### src/sv/kmd_pkg.sv
package kmd_pkg;

    localparam int TIME_W = 32;
    localparam int QDEPTH = 4;
    localparam int QAW    = $clog2(QDEPTH);

    localparam logic [1:0] CFG_ROOT_KEY = 2'd0;
    localparam logic [1:0] CFG_CHAN_NUM = 2'd1;
    localparam logic [1:0] CFG_VEL_BYTE = 2'd2;
    localparam logic [1:0] CFG_HOLD_MS  = 2'd3;

    localparam logic [6:0]  ROOT_KEY_RST = 7'd36;
    localparam logic [4:0]  CHAN_NUM_RST = 5'd1;
    localparam logic [6:0]  VEL_BYTE_RST = 7'd100;
    localparam logic [15:0] HOLD_MS_RST  = 16'd20;

    localparam logic [3:0] CIN_NOTE_ON  = 4'h9;
    localparam logic [3:0] CIN_NOTE_OFF = 4'h8;
    localparam logic [7:0] ST_NOTE_ON   = 8'h90;
    localparam logic [7:0] ST_NOTE_OFF  = 8'h80;
    localparam logic [3:0] CHAN_MASK    = 4'hF;

    typedef struct packed {
        logic [2:0]        row;
        logic [2:0]        col;
        logic              pressed;
        logic [TIME_W-1:0] now_ms;
    } kmd_in_t;

    typedef struct packed {
        logic [3:0] code_index;
        logic [7:0] status;
        logic [7:0] note;
        logic [6:0] velocity;
    } kmd_out_t;

    typedef struct packed {
        logic [6:0]  root_key;
        logic [4:0]  chan_num;
        logic [6:0]  vel_byte;
        logic [15:0] hold_ms;
    } kmd_cfg_t;

endpackage

### src/sv/kmd_ram.sv
module kmd_ram #(
    parameter int WIDTH = 34,
    parameter int DEPTH = 64
) (
    input  logic                                 aclk,
    input  logic                                 wr_en,
    input  logic [(DEPTH > 1 ? $clog2(DEPTH) : 1)-1:0] wr_addr,
    input  logic [WIDTH-1:0]                     wr_data,
    input  logic                                 rd_en,
    input  logic [(DEPTH > 1 ? $clog2(DEPTH) : 1)-1:0] rd_addr,
    output logic [WIDTH-1:0]                     rd_data
);

    logic [WIDTH-1:0] mem_reg [DEPTH];
    logic [WIDTH-1:0] rd_data_reg;

    always_ff @(posedge aclk) begin
        if (wr_en) begin
            mem_reg[wr_addr] <= wr_data;
        end
        if (rd_en) begin
            rd_data_reg <= mem_reg[rd_addr];
        end
    end

    assign rd_data = rd_data_reg;

endmodule

### src/sv/kmd_front.sv
module kmd_front import kmd_pkg::*; #(
    parameter int ROWS = 8,
    parameter int COLS = 8
) (
    input  logic                    aclk,
    input  logic                    aresetn,
    input  logic                    s_valid,
    output logic                    s_ready,
    input  kmd_in_t                 s_data,
    output logic                    push,
    output logic [((ROWS * COLS) > 1 ? $clog2(ROWS * COLS) : 1) + TIME_W:0] push_data,
    input  logic                    q_full
);

    localparam int DEPTH = ROWS * COLS;
    localparam int KW    = DEPTH > 1 ? $clog2(DEPTH) : 1;
    localparam int QW    = KW + 1 + TIME_W;

    logic          f_valid_reg, f_valid_next;
    logic [QW-1:0] f_data_reg;
    logic          in_range;
    logic [7:0]    key_full;
    logic          take;

    assign in_range = (5'(s_data.row) < 5'(ROWS)) && (5'(s_data.col) < 5'(COLS));
    assign key_full = 8'(s_data.row) * 8'(COLS) + 8'(s_data.col);

    assign push    = f_valid_reg && !q_full;
    assign s_ready = !f_valid_reg || !q_full;
    assign take    = s_valid && s_ready && in_range;

    always_comb begin
        f_valid_next = f_valid_reg;
        if (push) begin
            f_valid_next = 1'b0;
        end
        if (take) begin
            f_valid_next = 1'b1;
        end
    end

    always_ff @(posedge aclk) begin
        if (!aresetn) begin
            f_valid_reg <= 1'b0;
        end else begin
            f_valid_reg <= f_valid_next;
        end
    end

    always_ff @(posedge aclk) begin
        if (take) begin
            f_data_reg <= {KW'(key_full), s_data.pressed, s_data.now_ms};
        end
    end

    assign push_data = f_data_reg;

endmodule

### src/sv/kmd_fifo.sv
module kmd_fifo import kmd_pkg::*; #(
    parameter int WIDTH = 39
) (
    input  logic             aclk,
    input  logic             aresetn,
    input  logic             push,
    input  logic [WIDTH-1:0] push_data,
    output logic             full,
    input  logic             pop,
    output logic             not_empty,
    output logic [WIDTH-1:0] head
);

    logic [WIDTH-1:0] buf_reg [QDEPTH];
    logic [QAW-1:0]   wr_ptr_reg, rd_ptr_reg;
    logic [QAW:0]     cnt_reg, cnt_next;

    assign full      = (cnt_reg == (QAW+1)'(QDEPTH));
    assign not_empty = (cnt_reg != '0);
    assign head      = buf_reg[rd_ptr_reg];

    always_comb begin
        cnt_next = cnt_reg;
        if (push && !pop) begin
            cnt_next = cnt_reg + 1'b1;
        end else if (pop && !push) begin
            cnt_next = cnt_reg - 1'b1;
        end
    end

    always_ff @(posedge aclk) begin
        if (!aresetn) begin
            wr_ptr_reg <= '0;
            rd_ptr_reg <= '0;
            cnt_reg    <= '0;
        end else begin
            cnt_reg <= cnt_next;
            if (push) begin
                wr_ptr_reg <= wr_ptr_reg + 1'b1;
            end
            if (pop) begin
                rd_ptr_reg <= rd_ptr_reg + 1'b1;
            end
        end
    end

    always_ff @(posedge aclk) begin
        if (push) begin
            buf_reg[wr_ptr_reg] <= push_data;
        end
    end

endmodule

### src/sv/kmd_back.sv
module kmd_back import kmd_pkg::*; #(
    parameter int ROWS = 8,
    parameter int COLS = 8
) (
    input  logic     aclk,
    input  logic     aresetn,
    input  kmd_cfg_t cfg,
    input  logic     q_valid,
    input  logic [((ROWS * COLS) > 1 ? $clog2(ROWS * COLS) : 1) + TIME_W:0] q_data,
    output logic     q_pop,
    output logic     m_valid,
    input  logic     m_ready,
    output kmd_out_t m_data
);

    localparam int DEPTH = ROWS * COLS;
    localparam int KW    = DEPTH > 1 ? $clog2(DEPTH) : 1;
    localparam int SW    = TIME_W + 2;

    logic [KW-1:0]     q_key;
    logic [DEPTH-1:0]  vld_reg;

    logic              x_valid_reg;
    logic [KW-1:0]     x_key_reg;
    logic              x_lvl_reg;
    logic [TIME_W-1:0] x_now_reg;
    logic              x_vld_reg;
    logic              fwd_reg;
    logic [SW-1:0]     fwd_data_reg;

    logic [SW-1:0]     rd_data;
    logic [SW-1:0]     x_state;
    logic              st_deb, st_raw;
    logic [TIME_W-1:0] st_time;
    logic [TIME_W-1:0] held;
    logic              x_fire;
    logic              x_retire;
    logic [SW-1:0]     wr_data;
    logic              out_free;

    logic              out_valid_reg;
    kmd_out_t          out_data_reg, out_data_next;
    logic [3:0]        chan;

    assign q_key = q_data[KW+TIME_W -: KW];

    assign x_state = fwd_reg ? fwd_data_reg : (x_vld_reg ? rd_data : '0);
    assign st_deb  = x_state[SW-1];
    assign st_raw  = x_state[SW-2];
    assign st_time = x_state[TIME_W-1:0];
    assign held    = x_now_reg - st_time;

    always_comb begin
        if (x_lvl_reg != st_raw) begin
            x_fire  = 1'b0;
            wr_data = {st_deb, x_lvl_reg, x_now_reg};
        end else begin
            x_fire  = (held > TIME_W'(cfg.hold_ms)) && (st_deb != x_lvl_reg);
            wr_data = {(x_fire ? x_lvl_reg : st_deb), st_raw, st_time};
        end
    end

    assign out_free = !out_valid_reg || m_ready;
    assign x_retire = x_valid_reg && (!x_fire || out_free);
    assign q_pop    = q_valid && (!x_valid_reg || x_retire);

    kmd_ram #(
        .WIDTH (SW),
        .DEPTH (DEPTH)
    ) u_state_ram (
        .aclk    (aclk),
        .wr_en   (x_retire),
        .wr_addr (x_key_reg),
        .wr_data (wr_data),
        .rd_en   (q_pop),
        .rd_addr (q_key),
        .rd_data (rd_data)
    );

    always_ff @(posedge aclk) begin
        if (!aresetn) begin
            x_valid_reg <= 1'b0;
            vld_reg     <= '0;
        end else begin
            if (q_pop) begin
                x_valid_reg <= 1'b1;
            end else if (x_retire) begin
                x_valid_reg <= 1'b0;
            end
            if (x_retire) begin
                vld_reg[x_key_reg] <= 1'b1;
            end
        end
    end

    // forward the retiring write when the next item hits the same key
    always_ff @(posedge aclk) begin
        if (q_pop) begin
            x_key_reg    <= q_key;
            x_lvl_reg    <= q_data[TIME_W];
            x_now_reg    <= q_data[TIME_W-1:0];
            x_vld_reg    <= vld_reg[q_key];
            fwd_reg      <= x_valid_reg && (x_key_reg == q_key);
            fwd_data_reg <= wr_data;
        end
    end

    assign chan = 4'(cfg.chan_num - 5'd1) & CHAN_MASK;

    always_comb begin
        out_data_next.code_index = x_lvl_reg ? CIN_NOTE_ON : CIN_NOTE_OFF;
        out_data_next.status     = (x_lvl_reg ? ST_NOTE_ON : ST_NOTE_OFF) | {4'h0, chan};
        out_data_next.note       = 8'(cfg.root_key) + 8'(x_key_reg);
        out_data_next.velocity   = cfg.vel_byte;
    end

    always_ff @(posedge aclk) begin
        if (!aresetn) begin
            out_valid_reg <= 1'b0;
        end else begin
            if (x_retire && x_fire) begin
                out_valid_reg <= 1'b1;
            end else if (m_ready) begin
                out_valid_reg <= 1'b0;
            end
        end
    end

    always_ff @(posedge aclk) begin
        if (x_retire && x_fire) begin
            out_data_reg <= out_data_next;
        end
    end

    assign m_valid = out_valid_reg;
    assign m_data  = out_data_reg;

`ifndef SYNTHESIS
    a_pop_loads: assert property (@(posedge aclk) disable iff (!aresetn)
        q_pop |=> x_valid_reg)
        else $error("popped item not loaded into execute stage");

    a_stall_holds: assert property (@(posedge aclk) disable iff (!aresetn)
        x_valid_reg && !x_retire |=> x_valid_reg && $stable(x_key_reg) && $stable(x_now_reg))
        else $error("stalled execute item changed");

    a_fire_out: assert property (@(posedge aclk) disable iff (!aresetn)
        x_retire && x_fire |=> out_valid_reg)
        else $error("note event lost");

    a_fwd_valid: assert property (@(posedge aclk) disable iff (!aresetn)
        fwd_reg && x_valid_reg && $past(q_pop) |-> $past(x_retire))
        else $error("forwarded state from an item that did not retire");
`endif

endmodule

### src/sv/key_matrix_debounce_note_events_core.sv
// Channel | Ports                             | Moves
// input   | s_valid s_ready s_data (kmd_in_t)  | one raw key sample
// output  | m_valid m_ready m_data (kmd_out_t) | one note on / note off packet
// config  | cfg_wr_en cfg_index cfg_data       | register write, no wait
//
// One key sample per cycle sustained while the output is not stalled; m_valid is driven
// by the output register behind the input register, queue and update stage. The rate is set
// by the registered state RAM read and the update stage; a same-key update is forwarded so
// back-to-back samples never wait. Reset clears all per-key state at once through valid bits;
// no clearing pass. An output stall backs requests up through the update stage, the 4-entry
// queue and the input register before s_ready drops.
module key_matrix_debounce_note_events_core import kmd_pkg::*; #(
    parameter int ROWS = 8,
    parameter int COLS = 8
) (
    input  logic        aclk,
    input  logic        aresetn,
    input  logic        s_valid,
    output logic        s_ready,
    input  kmd_in_t     s_data,
    output logic        m_valid,
    input  logic        m_ready,
    output kmd_out_t    m_data,
    input  logic        cfg_wr_en,
    input  logic [1:0]  cfg_index,
    input  logic [15:0] cfg_data
);

    localparam int DEPTH = ROWS * COLS;
    localparam int KW    = DEPTH > 1 ? $clog2(DEPTH) : 1;
    localparam int QW    = KW + 1 + TIME_W;

    kmd_cfg_t      cfg_reg;
    logic          push, q_full, q_pop, q_valid;
    logic [QW-1:0] push_data, q_head;

    always_ff @(posedge aclk) begin
        if (!aresetn) begin
            cfg_reg.root_key <= ROOT_KEY_RST;
            cfg_reg.chan_num <= CHAN_NUM_RST;
            cfg_reg.vel_byte <= VEL_BYTE_RST;
            cfg_reg.hold_ms  <= HOLD_MS_RST;
        end else if (cfg_wr_en) begin
            case (cfg_index)
                CFG_ROOT_KEY: cfg_reg.root_key <= cfg_data[6:0];
                CFG_CHAN_NUM: cfg_reg.chan_num <= cfg_data[4:0];
                CFG_VEL_BYTE: cfg_reg.vel_byte <= cfg_data[6:0];
                CFG_HOLD_MS:  cfg_reg.hold_ms  <= cfg_data;
                default: begin
                end
            endcase
        end
    end

    kmd_front #(
        .ROWS (ROWS),
        .COLS (COLS)
    ) u_front (
        .aclk      (aclk),
        .aresetn   (aresetn),
        .s_valid   (s_valid),
        .s_ready   (s_ready),
        .s_data    (s_data),
        .push      (push),
        .push_data (push_data),
        .q_full    (q_full)
    );

    kmd_fifo #(
        .WIDTH (QW)
    ) u_queue (
        .aclk      (aclk),
        .aresetn   (aresetn),
        .push      (push),
        .push_data (push_data),
        .full      (q_full),
        .pop       (q_pop),
        .not_empty (q_valid),
        .head      (q_head)
    );

    kmd_back #(
        .ROWS (ROWS),
        .COLS (COLS)
    ) u_back (
        .aclk    (aclk),
        .aresetn (aresetn),
        .cfg     (cfg_reg),
        .q_valid (q_valid),
        .q_data  (q_head),
        .q_pop   (q_pop),
        .m_valid (m_valid),
        .m_ready (m_ready),
        .m_data  (m_data)
    );

endmodule

### config.mk
export PLATFORM = sky130hd
export DESIGN_NAME = key_matrix_debounce_note_events_core
export DESIGN_NICKNAME = d
export VERILOG_FILES = /design/src/sv/kmd_pkg.sv /design/src/sv/kmd_ram.sv /design/src/sv/kmd_front.sv /design/src/sv/kmd_fifo.sv /design/src/sv/kmd_back.sv /design/src/sv/key_matrix_debounce_note_events_core.sv
export SDC_FILE = /design/constraint.sdc
export NUM_CORES = 2
export LEC_CHECK = 0
export ABC_AREA = 0
export BUFFER_PORTS_ARGS = -buffer_cell sky130_fd_sc_hd__buf_2
export CORE_MARGIN = 2
export CORE_UTILIZATION = 40
export DETAILED_ROUTE_END_ITERATION = 12
export GPL_TIMING_DRIVEN = 0
export SETUP_SLACK_MARGIN = 0.05
export SLEW_MARGIN = 20
export SYNTH_ARGS = -nofsm -noshare
export SYNTH_HDL_FRONTEND = slang
export SYNTH_HIERARCHICAL = 1
export SYNTH_SLANG_ARGS = --single-unit
export TNS_END_PERCENT = 1
### constraint.sdc
create_clock -name aclk -period 12.1 [get_ports aclk]
set_input_delay 0.605 -clock aclk [delete_from_list [all_inputs] [get_ports aclk]]
set_output_delay 0.605 -clock aclk [all_outputs]
set_load 0.01 [all_outputs]
# Word level (Yosys, flattened, before mapping)
# Memories as Yosys holds them, arrays and structs flattened. A register that Yosys moved wholly into a read port is not among the register bits.
# Index checks and enable logic that the tools add are counted.
dict set report word_totals {
  reg_bits 249
  ram_bits 2332
  output_inout_bits 29
  elab_cells 101
  memories 2
}
dict set report op_classes {
  add_sub_neg 8
  magnitude_cmp 4
  n_eq_ne 7
  n_mux 25
  bitwise_logic 2
  reduce_logical 31
}
# memory words width rd rd_clocked_by_memory_dff write_ports line_no
set mem_list {}
lappend mem_list {u_back.u_state_ram.mem_reg 64 34 1 1 1 kmd_ram.sv:14} ;# logic [WIDTH-1:0] mem_reg [DEPTH];
lappend mem_list {u_queue.buf_reg 4 39 1 1 1 kmd_fifo.sv:14} ;# logic [WIDTH-1:0] buf_reg [QDEPTH];
# operator n
set op_table {}
lappend op_table {{2-to-1 mux 34 bit} 3}
lappend op_table {{bitwise OR 64 bit} 1}
lappend op_table {{greater-than comparator 32 x 16 -> 1 bit} 1}
lappend op_table {{subtractor 32 bit} 1}
lappend op_table {{2-to-1 mux 1 bit} 15}
lappend op_table {{< comparator 6 x 7 -> 1 bit, second input constant} 2}
lappend op_table {{logical AND 1 bit} 10}
lappend op_table {{adder 7 x 6 -> 8 bit} 1}
lappend op_table {{bitwise OR 8 x 4 -> 8 bit} 1}
lappend op_table {{AND reduction 2 bit} 4}
lappend op_table {{nonzero test 2 bit} 4}
lappend op_table {{zero test 1 bit} 7}
lappend op_table {{adder 6 x 3 -> 6 bit} 1}
lappend op_table {{binary-select mux 1 bit (select 6 bit)} 1}
lappend op_table {{demux 1 bit (select 6 bit)} 1}
lappend op_table {{equality test 6 bit} 1}
lappend op_table {{>= comparator 6 x 1 -> 1 bit, second input constant} 1}
lappend op_table {{2-to-1 mux 3 bit} 2}
lappend op_table {{2-to-1 mux 5 bit} 1}
lappend op_table {{adder 2 x 1 -> 2 bit, second input constant} 2}
lappend op_table {{equality test 2 bit, second input constant} 2}
lappend op_table {{logical OR 1 bit} 4}
lappend op_table {{2-to-1 mux 2 bit} 2}
lappend op_table {{subtractor 4 x 1 -> 4 bit, second input constant} 1}
lappend op_table {{7 further kinds} 8}

# Longest topological paths before layout
dict set report depth {
  depth_word 14
  ltp_mapped 39
  ltp_nobuf 33
}

# Hierarchy
# The synthesis kept the hierarchy.
# module instances cells_per_inst area_each_um2 seq_area_each_um2
set by_module_without_submodules {}
lappend by_module_without_submodules {kmd_ram 1 3744 84114.4 66363.6}
lappend by_module_without_submodules {kmd_back 1 962 9952.0 4174.0}
lappend by_module_without_submodules {kmd_fifo 1 246 6064.6 4864.7}
lappend by_module_without_submodules {key_matrix_debounce_note_events_core 1 143 1392.6 700.7}
lappend by_module_without_submodules {kmd_front 1 45 1221.2 1191.1}

# Worst setup path after synthesis
# Ideal clock, no wire load.
dict set report synth_timing {
  path_type {reg-to-reg}
  start {register u_back.fwd_reg}
  end {register u_queue.cnt_reg[2]}
  setup_time_ns 0.076
  arrival_ns 9.095
  path_slack_ns 2.929
  stages_incl_launch_ff 39
  path_buffers 6
  synth_period_minus_slack_ns 9.171
  path_cell_list {edfxtp_1 buf_4 nor2b_1 buf_6 clkbuf_1 a22o_1 ha_1 inv_1 ha_1 a311oi_1 a31oi_1 maj3_1 a21o_1 o21ai_0 nand2_1 xnor2_1 ha_1 and3_1 [... 3 more ...] a311o_1 nor4_1 nand4_1 nor4_1 nand4_1 o31ai_4 or3_1 buf_4 buf_8 buf_6 o21a_1 inv_1 ha_1 inv_1 fa_1 xor2_1 or3_1 a21boi_0}
}
dict set report synth_via {
  elab_chain_cells 13
  word_cells_on_any_way 17
  cone_classes {add/sub: 1; order compare: 1; eq/ne: 2; mux: 3; reduce/logical: 10}
}
# item line_no
set synth_rtl {}
lappend synth_rtl {{start, declared} kmd_back.sv:28} ;# logic fwd_reg;
lappend synth_rtl {{start signal, assigned} kmd_back.sv:103} ;# fwd_reg <= x_valid_reg && (x_key_reg == q_key);
lappend synth_rtl {{2-to-1 mux 34 bit *} kmd_back.sv:47} ;# assign x_state = fwd_reg ? fwd_data_reg : (x_vld_reg ? rd_data : '0);
lappend synth_rtl {{subtractor 32 bit} kmd_back.sv:51} ;# assign held = x_now_reg - st_time;
lappend synth_rtl {{greater-than comparator 32 x 16 -> 1 bit} kmd_back.sv:58} ;# x_fire = (held > TIME_W'(cfg.hold_ms)) && (st_deb != x_lvl_reg);
lappend synth_rtl {{logical AND 1 bit} kmd_back.sv:58}
lappend synth_rtl {{2-to-1 mux 1 bit *} kmd_back.sv:54} ;# if (x_lvl_reg != st_raw) begin
lappend synth_rtl {{zero test 1 bit *} kmd_back.sv:64} ;# assign x_retire = x_valid_reg && (!x_fire || out_free);
lappend synth_rtl {{logical OR 1 bit *} kmd_back.sv:64}
lappend synth_rtl {{logical AND 1 bit *} kmd_back.sv:64}
lappend synth_rtl {{logical OR 1 bit *} kmd_back.sv:65} ;# assign q_pop = q_valid && (!x_valid_reg || x_retire);
lappend synth_rtl {{logical AND 1 bit *} kmd_back.sv:65}
lappend synth_rtl {{via q_pop} key_matrix_debounce_note_events_core.sv:34} ;# logic push, q_full, q_pop, q_valid;
lappend synth_rtl {{zero test 1 bit} kmd_fifo.sv:24} ;# if (push && !pop) begin
lappend synth_rtl {{logical AND 1 bit} kmd_fifo.sv:24}
lappend synth_rtl {{2-to-1 mux 3 bit / nonzero test 2 bit (equally long branches)} -}
lappend synth_rtl {{end signal, assigned} kmd_fifo.sv:37} ;# cnt_reg <= cnt_next;
lappend synth_rtl {{end, declared} kmd_fifo.sv:16} ;# logic [QAW:0] cnt_reg, cnt_next;
# Mark *: on every way through the listed nets, which the timed path passes. The rest lies on a longest branch.
# A chain may end at the register's enable or synchronous reset.

# Worst setup path in the final report
dict set report layout_timing {
  start {register u_back.fwd_reg}
  end {memory u_back.u_state_ram.mem_reg[14][11] (enable)}
}
dict set report layout_via {
  elab_chain_cells 10
  word_cells_on_any_way 12
  cone_classes {add/sub: 1; order compare: 1; eq/ne: 2; mux: 4; reduce/logical: 4}
}
# item line_no
set layout_rtl {}
lappend layout_rtl {{2-to-1 mux 34 bit *} kmd_back.sv:47}
lappend layout_rtl {{subtractor 32 bit} kmd_back.sv:51}
lappend layout_rtl {{greater-than comparator 32 x 16 -> 1 bit} kmd_back.sv:58}
lappend layout_rtl {{logical AND 1 bit} kmd_back.sv:58}
lappend layout_rtl {{2-to-1 mux 1 bit *} kmd_back.sv:54}
lappend layout_rtl {{zero test 1 bit *} kmd_back.sv:64}
lappend layout_rtl {{logical OR 1 bit *} kmd_back.sv:64}
lappend layout_rtl {{logical AND 1 bit *} kmd_back.sv:64}
lappend layout_rtl {{via u_back.x_retire} kmd_back.sv:37} ;# logic x_retire;
lappend layout_rtl {{2-to-1 mux 1 bit *} kmd_ram.sv:18} ;# if (wr_en) begin
lappend layout_rtl {{2-to-1 mux 1 bit (implied by the code) *} kmd_ram.sv:19} ;# mem_reg[wr_addr] <= wr_data;
lappend layout_rtl {{end, declared} kmd_ram.sv:14}
# Marks and branches as above.

==> reports/qor_table.md <==
| Stage | Quantity | Reported |
| --- | --- | --- |
| route | DRT Wirelength | 312 mm |
| die | Total Die Area | 261,000 sq um |
| global routing | Total congestion overflow | 0 |
| setup path | Crit Path Max Fanout | 18 |
| power and ir drop | Switching component of the power | 14.4 mW |
| sta | Hold Fails Final Rpt | 0 |
| sta | # setup viols final | 0 |
| setup path | Top cell by count, worst path | clkbuf_1 |
| global routing | Largest net degree at the start of global routing | 66 |
| place | Half-perimeter wire length after placement | 220 mm |
| power and ir drop | Clk pwr share | 21.6% |
| worst hold path | Type of the most critical hold path | primary input to flip-flop |
| sta | Fin crit period | 10,040 ps |
| clocking | Clk sinks | 2,610 |
| yosys | Synthesized area | 103,000 sq um |
| yosys | YS warnings | 6 |
| sta | Upper clock frequency limit | 0.0996 GHz |
| power and ir drop | Register share of total power | 36.8% |
| setup path | Worst endpoint required time | 12,720 ps |
| layout | Final-stage net count | 5,897 |
| layout | Commonest non-fill, non-tap cells in the layout | edfxtp_1, mux4_2, clkbuf_16 |
| route | Number of DRC markers in iteration 0 | 7,933 |
| clocking | Inserted Clock Buffers | 289 |
| route | Vias per cell | 6.06 |
| power and ir drop | Ratio of total power to cell area | 312 nW/um^2 |
| setup path | Nature of the critical path startpoint | flip-flop |
| clocking | Resized Gates After CTS | 0 |
| layout | Most common library cell in the layout ignoring fill and taps | edfxtp_1 |
| run status | Status | completed |
| clocking | H-Tree Depth | 5 |
| route | Detailed-route via count | 56,707 |
| die | Placeable core region | 256,000 sq um |
| layout | Number of standard cells in the layout, taps in and fillers out | 9,364 |
| die | Initial core utilization | 40.1% |
| clocking | TritonCTS clock tree | yes |
| clocking | Clock-pin slew of the registers on the worst-case setup and hold paths | 60 ps |
| setup path | Classification of the worst setup path | flip-flop to flip-flop |
| power and ir drop | Proportion of power drawn by combinational gates | 41.5% |
| setup path | Kind of end point of the critical path | flip-flop |
| clocking | Latest clock arrival within the worst-skew pair | 950 ps |
| clocking | Setup Fix Bufs, Post-CTS | 0 |
| die | Placement Rows | 186 |
| sta | Summed negative setup slack over all endpoints | 0 ps |
| power and ir drop | Switching share of power | 37.8% |
| power and ir drop | Static leakage | 39.2 nW |
| sta | Actual slew at the worst max-slew pin | 1270 ps |
| layout | Layout cells sized above 1 | 25.7% |
| setup path | Critical path's slowest cell | nor2_4 |
| job | Number of maximum-capacitance constraint violations | 0 |
| power and ir drop | Internal | 23.7 mW |
| yosys | Cell count after synthesis | 5,137 |
| route | Router iterations before antenna repair | 6 |
| place | Last weighted congestion value of the routability-driven placer | 0.916 |
| layout | Max reg flops | 2,176 |
| die | Overall die height | 511 um |
| setup path | CP Data Arrival Time | 10,660 ps |
| worst hold path | Beginning of the worst hold path | cfg_wr_en |
| global routing | Global-route wire length before repair | 432 mm |
| sta | Number of max-slew violations in the final report | 0 |
| sta | Period utilisation layout | 83.0% |
| clocking | Worst-case clock buffer depth | 4 |
| sta | Skew final | 55.2 ps |
| sta | Worst-case headroom to the max-slew limit | 15.5% |
| yosys | Post-synthesis average cell area | 20.0 sq um |
| place | Placed cells | 8,822 |
| setup path | Source of the critical timing path | u_back/fwd_reg |
| setup path | Crit-path max cell delay | 900 ps |
| die | Horizontal extent of the die | 511 um |
| layout | Relative area change from synthesis to final layout | 19.2% |
| global routing | Total routing resource utilization after global routing | 23.6% |
| route | Routed wire per std cell | 33.4 um |
| power and ir drop | Largest voltage drop on the vdd net | 0.252 mV |
| sta | Setup repair after global routing missed its margin | no |
| clocking | Cell at the root of the clock tree | clkbuf_16 |
| die | Top-level port count | 91 |
| route | Number of remaining DRC errors | 0 |
| global routing | Initial antenna violation count | 27 |
| route | Number of nets with antenna violations after detailed routing | 0 |
| setup path | Crit Reg-Reg Startpoint | u_back/fwd_reg |
| place | Count of input and output buffers | 83 |
| global routing | Vias in the first global route | 55,571 |
## repair_timing
item                                   4_1_cts  5_1_grt
endpoints found under the hold margin       59        0
setup endpoints to repair                    0        0
hold buffers                                53        0
## layout make-up
type / instances / area, sq um
clock buffer: 364 / 7620
timing repair buffer: 350 / 5840
inverter: 47 / 176
tap: 3384 / 4230
sequential: 2610 / 77300
antenna: 4 / 10.0
fill: 20848 / 134000
multi-input combinational: 2177 / 24500
clock inverter: 121 / 1060
buffer: 307 / 1650
## routing by layer
metal | track usage, % | vias to the layer above | wire length, um
li1 | - | 22714 | -
met1 | 31.7 | 29977 | 119000
met2 | 36.3 | 3331 | 143000
met3 | 6.17 | 661 | 35400
met4 | 10.4 | 24 | 15200
met5 | 0 | - | 168
## critical path: cells and delay by family (launching register included)
kind,cells,cell delay [ps]
adder cells (fa/ha/maj),2,650
AO/OA/AOI/OAI,5,1160
flip-flops,1,490
XOR/XNOR,1,230
AND/OR/NAND/NOR,14,4400
buffers and inverters,9,2720
## path summary, 6_finish.rpt
| path | to | slack, ps | cells past startpoint |
|---|---|---|---|
| max | u_back/u_state_ram/mem_reg[14][11] | 2060 | 31 |
| min | cfg_reg[22] | 50 | 3 |
| max reg2reg | u_back/u_state_ram/mem_reg[14][11] | 2060 | 31 |
| min reg2reg | u_back/m_data[3] | 440 | 0 |
## power groups by stage
stage,registers [mW],logic (mW),clock network [mW]
finish,14.0,15.9,8.26
floorplan,14.5,7.33,0
CTS,14.0,15.6,8.35
detailed placement,14.2,15.5,0
global placement,15.1,12.9,0
global route,14.1,16.4,8.71
## per-stage QoR
stage                     hold WS (ps)  instance area, sq um  util (%)  total power, mW  setup WS (ps)
final                             52.6                122000      47.8             38.2           2060
after global routing              45.6                122000      47.8             39.2           1610
after CTS                         4.13                122000      47.8             38.0           2260
after detailed placement           418                113000      44.2             29.8           2300
after global placement             414                107000      41.9             28.0          -3000
after floorplan                    408                103000         -             21.8           2930
(Power assumes the default switching activity.)
